`src/mmcf_pkg.sv`:
```
`timescale 1ns / 1ps
// ----------------------------------------------------------------------------
// mmcf_pkg
// Types and constants of the multicycle MIPS control unit.
// ----------------------------------------------------------------------------
package mmcf_pkg;

  // Opcodes and funct codes that the decode state recognises.
  localparam logic [5:0] OP_LW    = 6'b100011;
  localparam logic [5:0] OP_SW    = 6'b101011;
  localparam logic [5:0] OP_RTYPE = 6'b000000;
  localparam logic [5:0] OP_J     = 6'b000010;
  localparam logic [5:0] OP_BEQ   = 6'b000100;
  localparam logic [5:0] OP_ADDIU = 6'b001001;
  localparam logic [5:0] OP_ANDI  = 6'b001100;
  localparam logic [5:0] OP_LUI   = 6'b001111;
  localparam logic [5:0] OP_ORI   = 6'b001101;
  localparam logic [5:0] FN_SLL   = 6'b000000;
  localparam logic [5:0] FN_SRL   = 6'b000010;

  // Control states, one-hot.
  typedef enum logic [16:0] {
    ST_FETCH      = 17'h00001,
    ST_DECODE     = 17'h00002,
    ST_MEM_ADDR   = 17'h00004,
    ST_MEM_READ   = 17'h00008,
    ST_MEM_WB     = 17'h00010,
    ST_MEM_WRITE  = 17'h00020,
    ST_R_EXEC     = 17'h00040,
    ST_R_DONE     = 17'h00080,
    ST_BRANCH     = 17'h00100,
    ST_JUMP       = 17'h00200,
    ST_ADDIU_EXEC = 17'h00400,
    ST_IMM_DONE   = 17'h00800,
    ST_ANDI_EXEC  = 17'h01000,
    ST_LUI_EXEC   = 17'h02000,
    ST_ORI_EXEC   = 17'h04000,
    ST_SHIFT_EXEC = 17'h08000,
    ST_SHIFT_DONE = 17'h10000
  } state_e;

  // Mux selects and path flag that persist from one tick to the next.
  typedef struct packed {
    logic [2:0] alu_op;
    logic [1:0] alu_src_a;
    logic [1:0] alu_src_b;
    logic [1:0] pc_source;
    logic       iord;
    logic       reg_dst;
    logic       path_is_store;
  } hold_t;

  localparam hold_t HOLD_RESET = '{
    alu_op:        3'd0,
    alu_src_a:     2'd0,
    alu_src_b:     2'd1,
    pc_source:     2'd0,
    iord:          1'b0,
    reg_dst:       1'b0,
    path_is_store: 1'b0
  };

  typedef struct packed {
    logic [5:0] opcode;
    logic [5:0] funct_code;
  } in_t;

  typedef struct packed {
    logic [4:0] state_id;
    logic [2:0] alu_op;
    logic [1:0] alu_src_a;
    logic [1:0] alu_src_b;
    logic [1:0] pc_source;
    logic [2:0] memory_controls;
    logic [1:0] pc_controls;
    logic [2:0] register_controls;
    logic       ir_write;
  } out_t;

endpackage

```
`src/mmcf_next.sv`:
```
`timescale 1ns / 1ps
// ----------------------------------------------------------------------------
// mmcf_next
// Next-state and control decode: from the current state, the held selects
// and one tick's instruction fields, works out the state entered and its
// control signals.
// ----------------------------------------------------------------------------
module mmcf_next (
  input  mmcf_pkg::state_e state_q_i,
  input  mmcf_pkg::hold_t  hold_q_i,
  input  mmcf_pkg::in_t    in_data_i,
  output mmcf_pkg::state_e state_d_o,
  output mmcf_pkg::hold_t  hold_d_o,
  output mmcf_pkg::out_t   result_o
);

  localparam logic [2:0] ALU_ADD   = 3'd0;
  localparam logic [2:0] ALU_SUB   = 3'd1;
  localparam logic [2:0] ALU_FUNCT = 3'd2;
  localparam logic [2:0] ALU_AND   = 3'd3;
  localparam logic [2:0] ALU_LUI   = 3'd4;
  localparam logic [2:0] ALU_OR    = 3'd5;

  localparam logic [1:0] SRCA_PC    = 2'd0;
  localparam logic [1:0] SRCA_REG   = 2'd1;
  localparam logic [1:0] SRCA_SHAMT = 2'd2;

  localparam logic [1:0] SRCB_REG    = 2'd0;
  localparam logic [1:0] SRCB_FOUR   = 2'd1;
  localparam logic [1:0] SRCB_IMM    = 2'd2;
  localparam logic [1:0] SRCB_BRANCH = 2'd3;

  localparam logic [1:0] PCS_ALU    = 2'd0;
  localparam logic [1:0] PCS_ALUOUT = 2'd1;
  localparam logic [1:0] PCS_JUMP   = 2'd2;

  function automatic logic [4:0] state_num(mmcf_pkg::state_e st);
    logic [4:0] n;
    case (st)
      mmcf_pkg::ST_FETCH:      n = 5'd0;
      mmcf_pkg::ST_DECODE:     n = 5'd1;
      mmcf_pkg::ST_MEM_ADDR:   n = 5'd2;
      mmcf_pkg::ST_MEM_READ:   n = 5'd3;
      mmcf_pkg::ST_MEM_WB:     n = 5'd4;
      mmcf_pkg::ST_MEM_WRITE:  n = 5'd5;
      mmcf_pkg::ST_R_EXEC:     n = 5'd6;
      mmcf_pkg::ST_R_DONE:     n = 5'd7;
      mmcf_pkg::ST_BRANCH:     n = 5'd8;
      mmcf_pkg::ST_JUMP:       n = 5'd9;
      mmcf_pkg::ST_ADDIU_EXEC: n = 5'd10;
      mmcf_pkg::ST_IMM_DONE:   n = 5'd11;
      mmcf_pkg::ST_ANDI_EXEC:  n = 5'd12;
      mmcf_pkg::ST_LUI_EXEC:   n = 5'd13;
      mmcf_pkg::ST_ORI_EXEC:   n = 5'd14;
      mmcf_pkg::ST_SHIFT_EXEC: n = 5'd15;
      mmcf_pkg::ST_SHIFT_DONE: n = 5'd16;
      default:                 n = 5'd0;
    endcase
    return n;
  endfunction

  mmcf_pkg::state_e nxt;
  mmcf_pkg::hold_t  hold;
  logic mem_rd, mem_wr, pc_cond, pc_wr, reg_wr, mem_to_reg, ir_wr;

  always_comb begin
    nxt  = mmcf_pkg::ST_FETCH;
    hold = hold_q_i;

    case (state_q_i)
      mmcf_pkg::ST_FETCH: begin
        nxt = mmcf_pkg::ST_DECODE;
      end
      mmcf_pkg::ST_DECODE: begin
        hold.path_is_store = 1'b0;
        case (in_data_i.opcode)
          mmcf_pkg::OP_LW: nxt = mmcf_pkg::ST_MEM_ADDR;
          mmcf_pkg::OP_SW: begin
            nxt                = mmcf_pkg::ST_MEM_ADDR;
            hold.path_is_store = 1'b1;
          end
          mmcf_pkg::OP_RTYPE: begin
            if (in_data_i.funct_code == mmcf_pkg::FN_SLL ||
                in_data_i.funct_code == mmcf_pkg::FN_SRL) begin
              nxt = mmcf_pkg::ST_SHIFT_EXEC;
            end else begin
              nxt = mmcf_pkg::ST_R_EXEC;
            end
          end
          mmcf_pkg::OP_BEQ:   nxt = mmcf_pkg::ST_BRANCH;
          mmcf_pkg::OP_J:     nxt = mmcf_pkg::ST_JUMP;
          mmcf_pkg::OP_ADDIU: nxt = mmcf_pkg::ST_ADDIU_EXEC;
          mmcf_pkg::OP_ANDI:  nxt = mmcf_pkg::ST_ANDI_EXEC;
          mmcf_pkg::OP_LUI:   nxt = mmcf_pkg::ST_LUI_EXEC;
          mmcf_pkg::OP_ORI:   nxt = mmcf_pkg::ST_ORI_EXEC;
          default:            nxt = mmcf_pkg::ST_FETCH;
        endcase
      end
      mmcf_pkg::ST_MEM_ADDR: begin
        nxt = hold_q_i.path_is_store ? mmcf_pkg::ST_MEM_WRITE : mmcf_pkg::ST_MEM_READ;
      end
      mmcf_pkg::ST_MEM_READ:   nxt = mmcf_pkg::ST_MEM_WB;
      mmcf_pkg::ST_R_EXEC:     nxt = mmcf_pkg::ST_R_DONE;
      mmcf_pkg::ST_ADDIU_EXEC: nxt = mmcf_pkg::ST_IMM_DONE;
      mmcf_pkg::ST_ANDI_EXEC:  nxt = mmcf_pkg::ST_IMM_DONE;
      mmcf_pkg::ST_LUI_EXEC:   nxt = mmcf_pkg::ST_IMM_DONE;
      mmcf_pkg::ST_ORI_EXEC:   nxt = mmcf_pkg::ST_IMM_DONE;
      mmcf_pkg::ST_SHIFT_EXEC: nxt = mmcf_pkg::ST_SHIFT_DONE;
      default:                 nxt = mmcf_pkg::ST_FETCH;
    endcase
  end

  // Strobes start cleared on every tick; selects keep their value unless the
  // state entered drives them.
  always_comb begin
    hold_d_o   = hold;
    mem_rd     = 1'b0;
    mem_wr     = 1'b0;
    pc_cond    = 1'b0;
    pc_wr      = 1'b0;
    reg_wr     = 1'b0;
    mem_to_reg = 1'b0;
    ir_wr      = 1'b0;

    case (nxt)
      mmcf_pkg::ST_FETCH: begin
        mem_rd             = 1'b1;
        ir_wr              = 1'b1;
        pc_wr              = 1'b1;
        hold_d_o.iord      = 1'b0;
        hold_d_o.alu_op    = ALU_ADD;
        hold_d_o.alu_src_a = SRCA_PC;
        hold_d_o.alu_src_b = SRCB_FOUR;
        hold_d_o.pc_source = PCS_ALU;
      end
      mmcf_pkg::ST_DECODE: begin
        hold_d_o.alu_op    = ALU_ADD;
        hold_d_o.alu_src_a = SRCA_PC;
        hold_d_o.alu_src_b = SRCB_BRANCH;
      end
      mmcf_pkg::ST_MEM_ADDR, mmcf_pkg::ST_ADDIU_EXEC: begin
        hold_d_o.alu_op    = ALU_ADD;
        hold_d_o.alu_src_a = SRCA_REG;
        hold_d_o.alu_src_b = SRCB_IMM;
      end
      mmcf_pkg::ST_MEM_READ: begin
        mem_rd        = 1'b1;
        hold_d_o.iord = 1'b1;
      end
      mmcf_pkg::ST_MEM_WB: begin
        reg_wr           = 1'b1;
        mem_to_reg       = 1'b1;
        hold_d_o.reg_dst = 1'b0;
      end
      mmcf_pkg::ST_MEM_WRITE: begin
        mem_wr        = 1'b1;
        hold_d_o.iord = 1'b1;
      end
      mmcf_pkg::ST_R_EXEC: begin
        hold_d_o.alu_op    = ALU_FUNCT;
        hold_d_o.alu_src_a = SRCA_REG;
        hold_d_o.alu_src_b = SRCB_REG;
      end
      mmcf_pkg::ST_R_DONE, mmcf_pkg::ST_SHIFT_DONE: begin
        reg_wr           = 1'b1;
        hold_d_o.reg_dst = 1'b1;
      end
      mmcf_pkg::ST_BRANCH: begin
        pc_cond            = 1'b1;
        hold_d_o.alu_op    = ALU_SUB;
        hold_d_o.alu_src_a = SRCA_REG;
        hold_d_o.alu_src_b = SRCB_REG;
        hold_d_o.pc_source = PCS_ALUOUT;
      end
      mmcf_pkg::ST_JUMP: begin
        pc_wr              = 1'b1;
        hold_d_o.pc_source = PCS_JUMP;
      end
      mmcf_pkg::ST_IMM_DONE: begin
        reg_wr           = 1'b1;
        hold_d_o.reg_dst = 1'b0;
      end
      mmcf_pkg::ST_ANDI_EXEC: begin
        hold_d_o.alu_op    = ALU_AND;
        hold_d_o.alu_src_a = SRCA_REG;
        hold_d_o.alu_src_b = SRCB_IMM;
      end
      mmcf_pkg::ST_LUI_EXEC: begin
        hold_d_o.alu_op    = ALU_LUI;
        hold_d_o.alu_src_a = SRCA_REG;
        hold_d_o.alu_src_b = SRCB_IMM;
      end
      mmcf_pkg::ST_ORI_EXEC: begin
        hold_d_o.alu_op    = ALU_OR;
        hold_d_o.alu_src_a = SRCA_REG;
        hold_d_o.alu_src_b = SRCB_IMM;
      end
      mmcf_pkg::ST_SHIFT_EXEC: begin
        hold_d_o.alu_op    = ALU_FUNCT;
        hold_d_o.alu_src_a = SRCA_SHAMT;
        hold_d_o.alu_src_b = SRCB_IMM;
      end
      default: begin
        hold_d_o = hold;
      end
    endcase
  end

  assign state_d_o = nxt;

  always_comb begin
    result_o.state_id          = state_num(nxt);
    result_o.alu_op            = hold_d_o.alu_op;
    result_o.alu_src_a         = hold_d_o.alu_src_a;
    result_o.alu_src_b         = hold_d_o.alu_src_b;
    result_o.pc_source         = hold_d_o.pc_source;
    result_o.memory_controls   = {hold_d_o.iord, mem_rd, mem_wr};
    result_o.pc_controls       = {pc_cond, pc_wr};
    result_o.register_controls = {reg_wr, mem_to_reg, hold_d_o.reg_dst};
    result_o.ir_write          = ir_wr;
  end

endmodule

```
`src/multicycle_mips_control_fsm_unit.sv`:
```
`timescale 1ns / 1ps
// ----------------------------------------------------------------------------
// multicycle_mips_control_fsm_unit
// Control state machine of a multicycle MIPS datapath, one clock tick of the
// datapath per input transfer.
// ----------------------------------------------------------------------------
// Usage:
// Each input transfer carries the opcode and funct fields of the instruction
// and stands for one tick of the datapath. The unit enters the next control
// state and returns exactly one result transfer with that state's number and
// its control signals. The opcode is only looked at on the tick that leaves
// decode.
// The result of a transfer accepted at an edge is registered at that edge and
// valid from it on. Throughput is one transfer per cycle while the receiver
// takes results, set by the single result register that the state decode feeds.
// While the receiver stalls, the result register holds its transfer and the
// input stays ready until that register is full and not being drained.
// Reset puts the unit in fetch with the fetch selects held and the result
// register empty; the first transfer after reset enters decode.
// ----------------------------------------------------------------------------
module multicycle_mips_control_fsm_unit (
  input  logic           clk_i,
  input  logic           rst_ni,
  input  logic           in_valid_i,
  output logic           in_ready_o,
  input  mmcf_pkg::in_t  in_data_i,
  output logic           out_valid_o,
  input  logic           out_ready_i,
  output mmcf_pkg::out_t out_data_o
);

  mmcf_pkg::state_e state_q, state_d;
  mmcf_pkg::hold_t  hold_q, hold_d;
  mmcf_pkg::out_t   result, out_data_q;
  logic             out_valid_q, out_valid_d;
  logic             in_accept;

  assign in_ready_o  = !out_valid_q || out_ready_i;
  assign in_accept   = in_valid_i && in_ready_o;
  assign out_valid_d = in_accept || (out_valid_q && !out_ready_i);

  mmcf_next u_next (
    .state_q_i (state_q),
    .hold_q_i  (hold_q),
    .in_data_i (in_data_i),
    .state_d_o (state_d),
    .hold_d_o  (hold_d),
    .result_o  (result)
  );

  always_ff @(posedge clk_i or negedge rst_ni) begin
    if (!rst_ni) begin
      state_q     <= mmcf_pkg::ST_FETCH;
      hold_q      <= mmcf_pkg::HOLD_RESET;
      out_valid_q <= 1'b0;
    end else begin
      out_valid_q <= out_valid_d;
      if (in_accept) begin
        state_q <= state_d;
        hold_q  <= hold_d;
      end
    end
  end

  always_ff @(posedge clk_i) begin
    if (in_accept) begin
      out_data_q <= result;
    end
  end

  assign out_valid_o = out_valid_q;
  assign out_data_o  = out_data_q;

endmodule

```
`config.mk`:
```
export PLATFORM = sky130hd
export DESIGN_NAME = multicycle_mips_control_fsm_unit
export DESIGN_NICKNAME = d
export VERILOG_FILES = /design/src/mmcf_pkg.sv /design/src/mmcf_next.sv /design/src/multicycle_mips_control_fsm_unit.sv
export SDC_FILE = /design/constraint.sdc
export NUM_CORES = 1
export LEC_CHECK = 0
export ABC_CLOCK_PERIOD_IN_PS = 2700
export BUFFER_PORTS_ARGS = -buffer_cell sky130_fd_sc_hd__buf_4
export CAP_MARGIN = 40
export CORE_MARGIN = 1
export CORE_UTILIZATION = 57
export CTS_CLUSTER_DIAMETER = 120
export CTS_CLUSTER_SIZE = 14
export DETAILED_ROUTE_END_ITERATION = 8
export MAX_ROUTING_LAYER = met4
export PLACE_DENSITY = 0.8
export SLEW_MARGIN = 40
export SYNTH_ARGS = -nofsm -noshare
export SYNTH_HDL_FRONTEND = slang
export SYNTH_SLANG_ARGS = --single-unit
```
`constraint.sdc`:
```
create_clock -name clk_i -period 2.7 [get_ports clk_i]
set_input_delay 0.405 -clock clk_i [delete_from_list [all_inputs] [get_ports clk_i]]
set_output_delay 0.405 -clock clk_i [all_outputs]
set_load 0.01 [all_outputs]
```
==> flow_metrics.env, run 1 <==
export IMPL_status="completed"
export IMPL_cp_end_kind="flop"
export IMPL_fillers=347
export IMPL_ys_flop_type="dfrtp_1"
export IMPL_ys_ff_latch=53
export IMPL_cts_buffers=5
export IMPL_dieArea_sq_um=5140
export IMPL_synth_edff_count=23
export IMPL_slew_violations=0
export IMPL_syn_nets=304
export IMPL_power_leakage_nw=1.48
export IMPL_skew_ps=8.88
export IMPL_vias=2366
export IMPL_crit_type="reg -> reg"
export IMPL_hp_class="in -> async"
export IMPL_routedWlPerCell_um=16.7
export IMPL_place_inst=378
export IMPL_grt_usage_pct=27.6
export IMPL_path_clk_slew_ps=100
export IMPL_diodes=0
export IMPL_htreeDepth=2
export IMPL_seq_area_frac_synth_pct=52.1
export IMPL_path_cells="nor4_1 > buf_4 > nand4_1 > or2_1 > or3_1 > nor2b_1 > a41oi_1"
export IMPL_nNetsFinal=349
export IMPL_core_area_sq_um=4500
export IMPL_cts_setup_buffers=0
export IMPL_setup_viol_count_final=0
export IMPL_clk_path_buf_depth=2
export IMPL_pre_cts_slack_ps=16.4
export IMPL_port_buffers=39
export IMPL_p_int_mw=1.57
export IMPL_hpwl_mm=4.60
export IMPL_rows=24
export IMPL_holdBufCountCts=0
export IMPL_grt_pass1_wl_mm=10.4
export IMPL_drv_cap=0
export IMPL_crit_path_start_kind="flop"
export IMPL_setup_tns_ps=0
export IMPL_slowest_stage="dfrtp_1"
export IMPL_worst_path_max_fanout=8
export IMPL_yosys_warnings=0
export IMPL_insertion_delay_ps=320
export IMPL_max_freq_ghz=0.404
export IMPL_ant_nets=0
export IMPL_swShare_pct=33.4
export IMPL_die_w_um=71.7
export IMPL_synthArstFlopShare_pct=56.6
export IMPL_irDropWorstVdd_mv=0.319
export IMPL_worst_pin_slew_ps=622
export IMPL_seqPwrFrac_pct=44.6
export IMPL_fin_crit_ps=2470
export IMPL_rsz0062_at_grt="false"
export IMPL_utilization_pct=73.1
export IMPL_cts_root_buf="clkbuf_8"
export IMPL_cts_resized=0
export IMPL_die_h_um=71.7
export IMPL_cts_tree="built"
export IMPL_syn_area_sq_um=2770
export IMPL_syn2layout_area_growth_pct=18.8
export IMPL_p_per_area_nw_per_um2=717
export IMPL_slew_headroom_pct=57.9
export IMPL_start_util_pct=61.5
export IMPL_gp_congestion=0.923
export IMPL_cp_required_ps=2840
export IMPL_firstDrtPassIters=5
export IMPL_p_comb_share_pct=35.6
export IMPL_path_buf_inv=1
export IMPL_syn_instance_count=288
export IMPL_setup_ws_ps=226
export IMPL_hold_violations=0
export IMPL_synth_cell_types=54
export IMPL_final_layout_size_suffix_gt1_share_pct=23.4
export IMPL_antenna_found_initial=0
export IMPL_synth_avg_cell_area_sq_um=9.61
export IMPL_r2r_cells=7
export IMPL_grt_pass1_vias=2155
export IMPL_cp_arrival_ps=2620
export IMPL_ios=41
export IMPL_cts_sinks=53
export IMPL_grt_ovfl_total=0
export IMPL_multi_input_area_sq_um=1190
export IMPL_p_clk_share_pct=19.7
export IMPL_instances_no_fill=386
export IMPL_period_share_pct=91.6
export IMPL_critical_path_max_stage_delay_ps=460
export IMPL_wl_mm=6.45
export IMPL_p_switching_mw=0.787
export IMPL_final_seq_area_sq_um=1440
export IMPL_cp_depth=7
export IMPL_vias_per_cell=6.13
export IMPL_critical_path_top_delay_family="simple AND/OR/NAND/NOR gates"
export IMPL_grt_max_degree=42
export IMPL_remaining_drc_errors=0
export IMPL_drt_iter0_markers=231
[cells in the mapped netlist (all sizes together), types with 2 or more instances]
library cell  count  area (sq um)
a2111o            2          22.5
a21o              4          30.0
a21oi            10          50.1
a311oi            3          32.5
a41oi             2          17.5
and2              3          18.8
and3              4          30.0
buf               2          16.3
clkbuf           18          68.8
dfrtp            28           701
dfstp             2          52.6
edfxtp           23           691
inv              13          48.8
nand2            44           165
nand2b            6          37.5
nand3            10          50.1
nand4             7          43.8
nor2             13          48.8
nor2b             4          25.0
nor3              6          30.0
nor3b             2          15.0
nor4              6          37.5
nor4b             2          17.5
o211a             2          20.0
o211ai            4          30.0
o21a              4          30.0
o21ai            28           140
o22ai             2          12.5
o2bb2ai           2          17.5
o31ai             3          22.5
o41ai             2          17.5
or2               4          25.0
or3               5          41.3
or4               2          15.0
or4b              3          33.8
xnor2             2          17.5
xor2              2          17.5
[final timing paths]
path / start / to / slack (ps)
min reg2reg: state_q[9] / state_q[9] / 500
max reg2reg: state_q[10] / out_data_o[13] / 230
max in group asynchronous: rst_ni / state_q[0] / 2360
min in group clk_i: in_valid_i / out_valid_o / 300
min: rst_ni / hold_q[9] / 10
max: state_q[10] / out_data_o[13] / 230
[layout by cell type, fill, tap and decap left out, types with 7 or more instances in the layout]
cell	netlist	routed
inv_1	13	13
buf_4	0	57
nand3_1	10	10
dfrtp_1	28	28
o21ai_0	28	28
a21oi_1	10	10
nor2_1	13	13
nand4_1	7	7
edfxtp_1	23	23
nand2_1	44	44
[registers in the layout (all words and copies together), names as in the netlist]
name / cells
out_data_o: 23
state_q: 17
hold_q: 12
out_valid_o: 1
[power by group through the flow]
stage / Clock (mW) / Sequential [mW] / Combinational, mW
floorplan: 0 / 1.06 / 0.505
global placement: 0 / 1.06 / 0.820
detailed placement: 0 / 1.07 / 0.828
CTS: 0.466 / 1.05 / 0.838
global route: 0.496 / 1.07 / 0.921
finish: 0.466 / 1.05 / 0.840
[kinds of logic after synthesis]
kind of cell / share of synthesized area, %
and+or+nand+nor: 23.9
DFF: 52.1
xor gates and xnor gates: 1.27
buffers and inverters: 4.83
AOI/OAI and AO/OA: 17.9
[per-stage QoR]
stage	power, mW	area (sq um)	hold slack [ps]
global route	2.48	3290	37.4
floorplan	1.56	2770	109
detailed placement	1.90	3200	366
finish	2.36	3290	11.4
CTS	2.36	3290	27.1
global placement	1.88	3200	366
[metal layers]
metal,GRT usage [%],routed length (um)
met1,37.1,2860
met4,11.5,141
met3,4.08,395
met5,-,0
met2,42.1,3050
[cell type report]
| cell class | count | share of cell area [%] |
|---|---|---|
| multi-input combinational | 202 | 36.2 |
| timing repair buffer | 58 | 13.6 |
| tap | 52 | 1.98 |
| sequential | 53 | 43.9 |
| clock buffer | 5 | 2.09 |
| inverter | 13 | 1.48 |
| clock inverter | 3 | 0.760 |
[worst register-to-register path, delay by kind of cell, from the launching register on]
| kind | cells | cell delay (ps) |
|---|---|---|
| AND/OR/NAND/NOR | 5 | 1460 |
| flip-flops | 1 | 460 |
| AO/OA/AOI/OAI | 1 | 240 |
| buffers and inverters | 1 | 180 |
Power figures use the tool's default switching activity.
==> inputs of run 2 (changes only) <==
--- a/config.mk
+++ b/config.mk
@@ -7,7 +7,7 @@
 export LEC_CHECK = 0
 export ABC_CLOCK_PERIOD_IN_PS = 2700
 export BUFFER_PORTS_ARGS = -buffer_cell sky130_fd_sc_hd__buf_4
-export CAP_MARGIN = 40
+export CORE_ASPECT_RATIO = 1.25
 export CORE_MARGIN = 1
 export CORE_UTILIZATION = 57
 export CTS_CLUSTER_DIAMETER = 120
==> flow_metrics.env, run 2 (synthesis results as in run 1) <==
export IMPL_cp_required_ps=2750
export IMPL_power_leakage_nw=1.47
export IMPL_cts_root_buf="clkbuf_8"
export IMPL_slew_violations=0
export IMPL_insertion_delay_ps=310
export IMPL_cts_resized=0
export IMPL_firstDrtPassIters=4
export IMPL_cp_arrival_ps=2480
export IMPL_holdBufCountCts=0
export IMPL_final_layout_size_suffix_gt1_share_pct=22.8
export IMPL_final_common_cell="buf_4"
export IMPL_slowest_stage="nor4_1"
export IMPL_ios=41
export IMPL_drv_cap=0
export IMPL_period_share_pct=90.3
export IMPL_hp_class="in -> async"
export IMPL_clk_path_buf_depth=2
export IMPL_core_area_sq_um=4690
export IMPL_htreeDepth=2
export IMPL_ant_nets=0
export IMPL_cts_sinks=53
export IMPL_antenna_found_initial=0
export IMPL_start_util_pct=59.0
export IMPL_vias=2381
export IMPL_fin_crit_ps=2440
export IMPL_instances_no_fill=393
export IMPL_pre_cts_slack_ps=-10.7
export IMPL_rows=28
export IMPL_cts_tree="built"
export IMPL_p_per_area_nw_per_um2=703
export IMPL_remaining_drc_errors=0
export IMPL_skew_ps=9.35
export IMPL_grt_max_degree=42
export IMPL_worst_path_max_fanout=4
export IMPL_status="completed"
export IMPL_hold_violations=0
export IMPL_startpoint="state_q[16]"
export IMPL_final_cell_mix="buf_4 (57), nand2_1 (44), o21ai_0 (28), dfrtp_1 (28), edfxtp_1 (23)"
export IMPL_cts_buffers=5
export IMPL_path_cells="nor4_1 > nand4_1 > or3_4 > and3_4 > a311oi_2 > a41oi_1"
export IMPL_crit_path_start_kind="flop"
export IMPL_largest_reg_flops=23
export IMPL_max_freq_ghz=0.410
export IMPL_die_w_um=64.3
export IMPL_path_buf_inv=0
export IMPL_setup_viol_count_final=0
export IMPL_critical_path_max_stage_delay_ps=480
export IMPL_rsz0062_at_grt="false"
export IMPL_slew_headroom_pct=59.4
export IMPL_grt_usage_pct=26.6
export IMPL_path_clk_slew_ps=100
export IMPL_rr_startpoint="state_q[16]"
export IMPL_grt_pass1_vias=2223
export IMPL_die_h_um=79.9
export IMPL_port_buffers=39
export IMPL_setup_ws_ps=263
export IMPL_dieArea_sq_um=5140
export IMPL_irDropWorstVdd_mv=0.470
export IMPL_critical_path_top_delay_family="simple AND/OR/NAND/NOR gates"
export IMPL_crit_type="reg -> reg"
export IMPL_drt_iter0_markers=154
export IMPL_cts_setup_buffers=0
export IMPL_wl_mm=6.35
export IMPL_grt_ovfl_total=0
export IMPL_p_total_mw=2.30
export IMPL_cp_end_kind="flop"
export IMPL_nNetsFinal=348
export IMPL_vias_per_cell=6.06
export IMPL_routedWlPerCell_um=16.2
export IMPL_hpwl_mm=4.55
export IMPL_syn2layout_area_growth_pct=18.2
export IMPL_place_inst=385
export IMPL_diodes=0
export IMPL_fillers=391
export IMPL_worst_pin_slew_ps=600
export IMPL_gp_congestion=0.930
export IMPL_grt_pass1_wl_mm=10.1
[run 2: changes by cell type in the layout (fill, tap and decap cells not counted), sizes merged]
cell      previous run  this run
clkbuf               5         6
buf                 58        57
clkinvlp             1         0
[run 2: cell type report]
| type | count | area, sq um | share of cell area [%] |
|---|---|---|---|
| clock buffer | 6 | 72.6 | 2.22 |
| clock inverter | 2 | 13.8 | 0.420 |
| multi-input combinational | 202 | 1190 | 36.4 |
| sequential | 53 | 1440 | 44.1 |
| timing repair buffer | 57 | 428 | 13.1 |
| inverter | 13 | 48.8 | 1.49 |
| tap | 60 | 75.1 | 2.29 |
[run 2: layer usage]
| layer | track usage [%] | routed length [um] | up-vias | share of wire [%] |
|---|---|---|---|---|
| li1 | - | - | 1138 | - |
| met1 | 32.9 | 2660 | 1143 | 42 |
| met2 | 43.8 | 3230 | 82 | 51 |
| met3 | 3.00 | 284 | 18 | 4.5 |
| met4 | 12.0 | 178 | 0 | 2.8 |
| met5 | - | 0 | - | 0 |
[run 2: worst paths after layout]
check                                 end  slack [ps]  depth (start not counted)
setup / recovery           out_data_o[13]         260                          6
hold / removal                  hold_q[0]          10                          1
setup reg to reg           out_data_o[13]         260                          6
hold reg to reg               state_q[16]         490                          2
max in group asynchronous      state_q[0]        2360                          1
min in group clk_i            out_valid_o         300                          2
[run 2: per-stage QoR]
step	cell area [sq um]	setup TNS [ps]	utilization, %	hold slack, ps
final	3270	0	69.7	13.2
after global routing	3270	0	69.7	42.4
after CTS	3270	0	69.7	23.5
after detailed placement	3190	-10.7	67.9	357
after global placement	3190	0	67.9	360
after floorplan	2770	0	-	109
[run 2: power by group]
| part | switching (mW) | leakage, nW | internal (mW) |
|---|---|---|---|
| clock network | 0.258 | 0.0456 | 0.185 |
| logic | 0.439 | 0.798 | 0.368 |
| registers | 0.0675 | 0.626 | 0.983 |
| total | 0.765 | 1.47 | 1.54 |
